$ cat config.mk
export PLATFORM = sky130hd
export DESIGN_NAME = kth_largest_min_buffer_unit
export DESIGN_NICKNAME = d
export VERILOG_FILES = /design/src/rtl/kthl_pkg.sv /design/src/rtl/kthl_ram.sv /design/src/rtl/kth_largest_min_buffer_unit.sv
export SDC_FILE = /design/constraint.sdc
export NUM_CORES = 1
export LEC_CHECK = 0
export BUFFER_PORTS_ARGS = -buffer_cell sky130_fd_sc_hd__buf_2
export CORE_UTILIZATION = 45
export CTS_BUF_LIST = sky130_fd_sc_hd__clkbuf_8
export CTS_CLUSTER_DIAMETER = 40
export CTS_CLUSTER_SIZE = 20
export DETAILED_ROUTE_END_ITERATION = 10
export SYNTH_ARGS = -nofsm -noshare
export SYNTH_HDL_FRONTEND = slang
export SYNTH_SLANG_ARGS = --single-unit
export TNS_END_PERCENT = 100
$ cat constraint.sdc
create_clock -name clk -period 6.18 [get_ports clk]
set_input_delay 1.236 -clock clk [delete_from_list [all_inputs] [get_ports clk]]
set_output_delay 1.236 -clock clk [all_outputs]
set_load 0.05 [all_outputs]
$ cat src/rtl/kthl_pkg.sv
`timescale 1ns / 1ps
// ----------------------------------------------------------------------------
// kthl_pkg
// shared types and fixed widths of the k-th largest selection block
// ----------------------------------------------------------------------------
package kthl_pkg;

  localparam int VALUE_W = 32;  // data value width, two's complement
  localparam int RANK_W  = 5;   // rank register width

  typedef logic signed [VALUE_W-1:0] value_t;
  typedef logic        [RANK_W-1:0]  rank_t;

endpackage

$ cat src/rtl/kthl_ram.sv
`timescale 1ns / 1ps
// ----------------------------------------------------------------------------
// kthl_ram
// generic simple dual-port ram, one write port, one registered read port
// ----------------------------------------------------------------------------
module kthl_ram #(
  parameter int WIDTH = 32,
  parameter int DEPTH = 16
) (
  input  logic                                     clk,
  input  logic                                     we,
  input  logic [((DEPTH > 1) ? $clog2(DEPTH) : 1)-1:0] waddr,
  input  logic [WIDTH-1:0]                         wdata,
  input  logic                                     re,
  input  logic [((DEPTH > 1) ? $clog2(DEPTH) : 1)-1:0] raddr,
  output logic [WIDTH-1:0]                         rdata
);

  logic [WIDTH-1:0] mem [DEPTH];

  always_ff @(posedge clk) begin
    if (we) begin
      mem[waddr] <= wdata;
    end
  end

  always_ff @(posedge clk) begin
    if (re) begin
      rdata <= mem[raddr];
    end
  end

endmodule

$ cat src/rtl/kth_largest_min_buffer_unit.sv
`timescale 1ns / 1ps
// ----------------------------------------------------------------------------
// kth_largest_min_buffer_unit
// streaming k-th largest value of each data set, kept in a buffer of the k
// largest values with a tracked minimum
// ----------------------------------------------------------------------------
// Values arrive one per transfer on the slave stream, tlast marking the final
// value of a set. The block keeps the k largest values of the set in a buffer
// RAM of MAX_RANK entries plus the slot and value of the buffer minimum. On the
// final value it sends one transfer on the master stream: the buffer minimum,
// which is the k-th largest value, with tuser set (and data zero) when the set
// held fewer than k values; it then starts over for the next set. An item
// that leaves the buffer untouched goes straight to the finish step; an item
// that fills a slot or replaces the minimum is followed by a rescan of the
// buffer RAM for the new minimum, over the filled slots while filling or
// over k slots on a replacement, one entry read and compared per cycle through
// the single read port. On a final value the block also waits until an earlier
// result has been taken. No input is taken while an item is in progress.
// rank_k is written through the cfg channel, always ready; the user must
// write it only while idle, which the block itself does not enforce; 0 acts
// as 1 and values above MAX_RANK act as MAX_RANK. Buffer entries are never
// read before they are written, so the RAM needs no clearing after reset.
// ----------------------------------------------------------------------------
module kth_largest_min_buffer_unit #(
  parameter int MAX_RANK = 16
) (
  input  logic        clk,
  input  logic        rst,
  // input stream
  input  logic        s_tvalid,
  output logic        s_tready,
  input  logic [31:0] s_tdata,    // [31:0] value
  input  logic        s_tlast,    // is_last
  // result stream
  output logic        m_tvalid,
  input  logic        m_tready,
  output logic [31:0] m_tdata,    // [31:0] kth_value
  output logic        m_tuser,    // [0] too_few
  // rank register write channel
  input  logic        cfg_valid,
  output logic        cfg_ready,
  input  logic [4:0]  cfg_data    // [4:0] rank_k
);

  // count width holds 0..MAX_RANK, slot width addresses the buffer
  localparam int CW = $clog2(MAX_RANK + 1);
  localparam int SW = (MAX_RANK > 1) ? $clog2(MAX_RANK) : 1;

  // sequencer states
  localparam logic [1:0] ST_IDLE   = 2'd0;
  localparam logic [1:0] ST_SCAN   = 2'd1;
  localparam logic [1:0] ST_FINISH = 2'd2;

  logic [1:0]       state;
  kthl_pkg::rank_t  rank_k;
  logic [CW-1:0]    fill_count;
  logic [SW-1:0]    min_slot;
  kthl_pkg::value_t min_val;     // value of the buffer entry at min_slot, set by each rescan
  logic             is_last;
  logic [CW-1:0]    scan_count;
  logic [CW-1:0]    issue_cnt;
  logic             rd_valid;
  logic             rd_first;
  logic             rd_last;
  logic [SW-1:0]    rd_slot;
  logic             out_valid;
  kthl_pkg::value_t out_value;
  logic             out_too_few;

  logic [CW-1:0]    k_eff;
  logic             accept;
  logic             fill_case;
  logic             replace;
  logic             issuing;
  logic             ram_we;
  logic [SW-1:0]    ram_waddr;
  logic [31:0]      ram_rdata;
  kthl_pkg::value_t rd_value;
  logic             too_few_now;
  logic             load_result;

  // effective rank, clamped to 1..MAX_RANK
  always_comb begin
    if (rank_k == '0) begin
      k_eff = CW'(1);
    end else if (32'(rank_k) > MAX_RANK) begin
      k_eff = CW'(MAX_RANK);
    end else begin
      k_eff = CW'(rank_k);
    end
  end

  assign s_tready  = (state == ST_IDLE);
  assign cfg_ready = 1'b1;
  assign accept    = s_tvalid && s_tready;

  // decisions made in the transfer cycle
  assign fill_case = (fill_count < k_eff);
  assign replace   = (kthl_pkg::value_t'(s_tdata) > min_val);

  // buffer write happens in the transfer cycle, before the rescan reads
  assign ram_we    = accept && (fill_case || replace);
  assign ram_waddr = fill_case ? fill_count[SW-1:0] : min_slot;

  // rescan read issue, one entry per cycle
  assign issuing = (state == ST_SCAN) && (issue_cnt < scan_count);
  assign rd_value = kthl_pkg::value_t'(ram_rdata);

  assign too_few_now = (fill_count < k_eff);

  // result register loads once the previous result is gone or leaving
  assign load_result = (state == ST_FINISH) && is_last && (!out_valid || m_tready);

  kthl_ram #(
    .WIDTH (kthl_pkg::VALUE_W),
    .DEPTH (MAX_RANK)
  ) u_buffer (
    .clk   (clk),
    .we    (ram_we),
    .waddr (ram_waddr),
    .wdata (s_tdata),
    .re    (issuing),
    .raddr (issue_cnt[SW-1:0]),
    .rdata (ram_rdata)
  );

  // rank register
  always_ff @(posedge clk) begin
    if (rst) begin
      rank_k <= kthl_pkg::rank_t'(1);
    end else if (cfg_valid && cfg_ready) begin
      rank_k <= cfg_data;
    end
  end

  // sequencer and buffer bookkeeping
  always_ff @(posedge clk) begin
    if (rst) begin
      state      <= ST_IDLE;
      fill_count <= '0;
      min_slot   <= '0;
      is_last    <= 1'b0;
      scan_count <= '0;
      issue_cnt  <= '0;
      rd_valid   <= 1'b0;
      rd_first   <= 1'b0;
      rd_last    <= 1'b0;
      out_valid  <= 1'b0;
    end else begin
      if (load_result) begin
        out_valid <= 1'b1;
      end else if (m_tready) begin
        out_valid <= 1'b0;
      end

      // read pipeline tags, data lands in the cycle after issue
      rd_valid <= issuing;
      rd_first <= issuing && (issue_cnt == '0);
      rd_last  <= issuing && (issue_cnt == scan_count - CW'(1));
      rd_slot  <= issue_cnt[SW-1:0];
      if (issuing) begin
        issue_cnt <= issue_cnt + CW'(1);
      end

      case (state)
        ST_IDLE: begin
          if (accept) begin
            is_last   <= s_tlast;
            issue_cnt <= '0;
            if (fill_case) begin
              fill_count <= fill_count + CW'(1);
              scan_count <= fill_count + CW'(1);
              state      <= ST_SCAN;
            end else if (replace) begin
              scan_count <= k_eff;
              state      <= ST_SCAN;
            end else begin
              state <= ST_FINISH;
            end
          end
        end
        ST_SCAN: begin
          // first slot wins on ties: update only on strictly smaller
          if (rd_valid && (rd_first || (rd_value < min_val))) begin
            min_val  <= rd_value;
            min_slot <= rd_slot;
          end
          if (rd_valid && rd_last) begin
            state <= ST_FINISH;
          end
        end
        ST_FINISH: begin
          if (!is_last) begin
            state <= ST_IDLE;
          end else if (load_result) begin
            out_too_few <= too_few_now;
            out_value   <= too_few_now ? '0 : min_val;
            fill_count  <= '0;
            min_slot    <= '0;
            state       <= ST_IDLE;
          end
        end
        default: begin
          state <= ST_IDLE;
        end
      endcase
    end
  end

  assign m_tvalid = out_valid;
  assign m_tdata  = out_value;
  assign m_tuser  = out_too_few;

  // fill count never runs past the buffer depth
  a_fill_bound: assert property (@(posedge clk) disable iff (rst)
    fill_count <= CW'(MAX_RANK))
    else $error("fill_count exceeds buffer depth");

  // tracked minimum slot always points inside the buffer
  a_slot_bound: assert property (@(posedge clk) disable iff (rst)
    32'(min_slot) < MAX_RANK)
    else $error("min_slot outside buffer");

  // rescan never issues more reads than its count
  a_scan_bound: assert property (@(posedge clk) disable iff (rst)
    (state == ST_SCAN) |-> (issue_cnt <= scan_count))
    else $error("rescan issued too many reads");

  // a new result is only loaded from the finish step of a final value
  a_result_src: assert property (@(posedge clk) disable iff (rst)
    (m_tvalid && !$past(m_tvalid && !m_tready) && !$past(rst)) |->
      ($past(state) == ST_FINISH && $past(is_last)))
    else $error("result raised outside finish of a final value");

endmodule

==> results.md <==
* Leakage at roughly 9.6 nW
* Worst-Skew Late Latency at around 0.69 ns
* DIE WIDTH at 241 um
* Placeable core area at around 0.056 mm^2
* I/O pin count at 79
* Drt wl/cell at approximately 25 um
* # resized after CTS at 0
* Cell taking the most area after synthesis: sky130_fd_sc_hd__edfxtp_1
* Most frequent cell after synthesis: sky130_fd_sc_hd__edfxtp_1
* Most common library cells after synthesis: sky130_fd_sc_hd__edfxtp_1, sky130_fd_sc_hd__mux4_2, sky130_fd_sc_hd__ha_1
* Portion of synthesized cell area occupied by the leading cell type at 0.714
* Synthesized instance count at about 1300
* Final worst-path cycle share at 0.726
* Fmax at around 0.22 GHz
* Synthesis-stage register bit count at between 600 and 700
* Syn Area/Cell at about 20 um^2
* Share of synthesized flip-flops with an asynchronous set or reset at 0
* Hold path startpoint: u_buffer.rdata[12]
* Clock buffer depth at 3
* Instance count along the most critical hold path at 0
* Slew at the pin closest to its max-slew limit at ~1.1 ns
* Post-synth EDFFs at a little over 600
* Aggregate routed wire length at roughly 57000 um
* Number of pins exceeding their max-slew limit in the final report at 0
* P per Cell Area at 316 mW/mm^2
* Global route overflow at 0
* Crit path from: s_tdata[31]
* IR Drop Worst-Case VDD at 0.162 mV
* Number of buffers added on ports at 77
* Min Tclk post-route at roughly 4.5 ns
* Maximum number of pins on one net before global-route repair at 58
* Critical path type: in2reg
* Routed vias/inst at about 5.5
* Router iterations before antenna repair at 5
* Clock Skews at approximately 0.045 ns
* Critical Path RT at ~6.5 ns
* Unique cell type count in the Yosys netlist at 57
* Cell Rows at 87
* CTS Sinks at roughly 640
* H-tree depth reported by CTS at 3
* Most used DFF post-synth: sky130_fd_sc_hd__edfxtp_1
* Syn nets at about 1400
* Share of post-route cells with drive strength above 1 at 0.305
* Final setup fails at 0
* Number of buffers created by CTS at between 90 and 100
* Clk pin slew, worst setup/hold paths at 0.08 ns
* GP Congestion at around 0.77
* Multi-input gate area in the final layout at between 0.006 and 0.007 mm^2
* Remaining design rule violation count at 0
* Type of destination of the critical path: flip-flop
* Critical path data arrival time at 4.77 ns
* Effective utilization at floorplan at 0.456
* Initial antenna violation count at 1
* Post-DRT Antenna Nets at 0
* Most area-consuming cells after synthesis: sky130_fd_sc_hd__edfxtp_1, sky130_fd_sc_hd__mux4_2, sky130_fd_sc_hd__ha_1, sky130_fd_sc_hd__dfxtp_1, sky130_fd_sc_hd__nor2_1
* # fillers at ~4500
* Root buffer selected by CTS: sky130_fd_sc_hd__clkbuf_8
* Number of max-capacitance violations reported at 0
* Final total negative setup slack at 0 ns
* GR Util All Layers at 0.203
* Total number of vias at between 10000 and 15000
* Critical path peak fanout at 32
* Syn Std Cell Area at about 0.026 mm^2
* Hold Violations, Final at 0
* Final Net Count at between 1500 and 2000
* CTS hold repair buffers at 0
* Post-detailed-placement half-perimeter wirelength at roughly 34000 um
* Startpoint of the most critical register-to-register path: u_buffer.rdata[13]
* Register-to-register path setup slack at 1.90 ns
* Share of the yosys chip area belonging to registers at 0.738
* Element type at the critical path start: primary input
* YS warnings at 0
* Final Core Density at 0.521
* Area Overhead vs Synth at 14.1%
* Iteration-0 DRC count of the detailed router at ~1000
* Worst relative slew slack at 0.268
* Number of setup buffers added after CTS at 0
* Wire length of the first global-routing pass at around 85000 um
* Unrepaired setup endpoints after global routing: false
* Result of the run: finished, final reports clean
* Worst min-delay path class: reg2reg
* Register area at between 0.015 and 0.02 mm^2
* Die Ht at 241 um
* Vias in the first global route at between 10000 and 15000
* Clock tree from TritonCTS: done
* Worst r2r path cells at 8
* DIE AREA at between 0.05 and 0.06 mm^2
==> layout by cell type (no fill, tap or decap), types with 6 or more instances in the layout <==
master	Yosys	layout
sky130_fd_sc_hd__edfxtp_1	613	613
sky130_fd_sc_hd__mux4_2	160	160
sky130_fd_sc_hd__clkbuf_8	0	92
sky130_fd_sc_hd__buf_2	6	77
sky130_fd_sc_hd__ha_1	76	76
sky130_fd_sc_hd__nor2_1	65	64
sky130_fd_sc_hd__inv_1	46	47
sky130_fd_sc_hd__nand2_1	38	38
sky130_fd_sc_hd__buf_4	2	38
sky130_fd_sc_hd__a21oi_1	27	27
sky130_fd_sc_hd__dfxtp_1	31	27
sky130_fd_sc_hd__inv_6	0	21
sky130_fd_sc_hd__nand3_1	16	16
sky130_fd_sc_hd__nor3_2	0	16
sky130_fd_sc_hd__mux2i_1	15	15
sky130_fd_sc_hd__nor2b_1	11	11
sky130_fd_sc_hd__a31oi_1	11	11
sky130_fd_sc_hd__bufinv_16	0	11
sky130_fd_sc_hd__inv_8	0	11
sky130_fd_sc_hd__nor3_1	26	10
sky130_fd_sc_hd__clkinv_1	1	10
sky130_fd_sc_hd__nand4_1	10	10
sky130_fd_sc_hd__clkinvlp_4	0	10
sky130_fd_sc_hd__clkinv_4	0	9
sky130_fd_sc_hd__o21ai_0	8	8
sky130_fd_sc_hd__o21ai_1	8	7
sky130_fd_sc_hd__and2_1	7	6
sky130_fd_sc_hd__xor2_1	6	6
==> through the flow <==
step                total power [mW]  hold slack (ns)  setup slack [ns]  instance area (um^2)  std cells
finish                          9.31            0.459              1.70                 29400       2284
global route                    9.65            0.460              1.45                 29400       2284
CTS                             9.43            0.458              1.76                 29400       2283
detailed placement              5.57            0.439              1.04                 27300       2113
global placement                5.55            0.428              1.21                 27300       2113
floorplan                       5.35            0.417             0.634                 25800       1295
==> report_power, final <==
group | leakage [nW] | switching, mW | internal, mW
Sequential | 5.80 | 0.0416 | 4.87
Combinational | 2.72 | 0.331 | 0.221
Clock | 1.07 | 1.86 | 1.99
==> registers in the layout (all words and copies together) (netlist names), 5 cells and up <==
signal and flops:
u_buffer.mem 512, m_tdata 32, min_val 32, u_buffer.rdata 32
fill_count 5, issue_cnt 5, rank_k 5, scan_count 5
==> layout make-up <==
class / count / share of cell area
repair buffers: 115 / 0.0228
diodes: 1 / 0.0000850
clock inverters: 78 / 0.0296
inverters: 49 / 0.00625
clock buffers: 92 / 0.0430
multi-input cells: 549 / 0.219
well taps: 756 / 0.0321
flip-flops and latches: 644 / 0.647
==> logic make-up after synthesis <==
logic type | share of synthesized area
multiplexers | 0.146
AND/OR/NAND/NOR | 0.0373
AO/OA/AOI/OAI | 0.0224
buffers and inverters | 0.0154
other | 0.000145
XOR/XNOR | 0.00374
flip-flops | 0.738
adder cells (fa/ha/maj) | 0.0369
==> worst max-delay path: stages <==
cell                      delay (ns)
sky130_fd_sc_hd__buf_2          0.20
sky130_fd_sc_hd__ha_1           0.46
sky130_fd_sc_hd__nand2_1        0.13
sky130_fd_sc_hd__nor4_2         0.56
sky130_fd_sc_hd__nand3_1        0.19
sky130_fd_sc_hd__a211o_1        0.32
sky130_fd_sc_hd__nand4_1        0.18
sky130_fd_sc_hd__nand3_2        0.55
sky130_fd_sc_hd__nor3_2         0.35
sky130_fd_sc_hd__buf_4          0.55
==> final timing paths <==
| kind | to |
|---|---|
| worst max-delay path | u_buffer.mem[1][14] |
| worst max register to register | min_val[14] |
| worst min-delay path | min_val[12] |
| worst min register to register | min_val[12] |
==> layer usage <==
metal  global-route usage  up-vias  part of all wire
li1                     -     5623                 -
met3               0.0349       78             0.050
met4               0.0635        0             0.020
met2                0.336      310              0.50
met5                    0        -                 0
met1                0.275     6638              0.43
No activity file was read; power rests on OpenSTA's default activity.
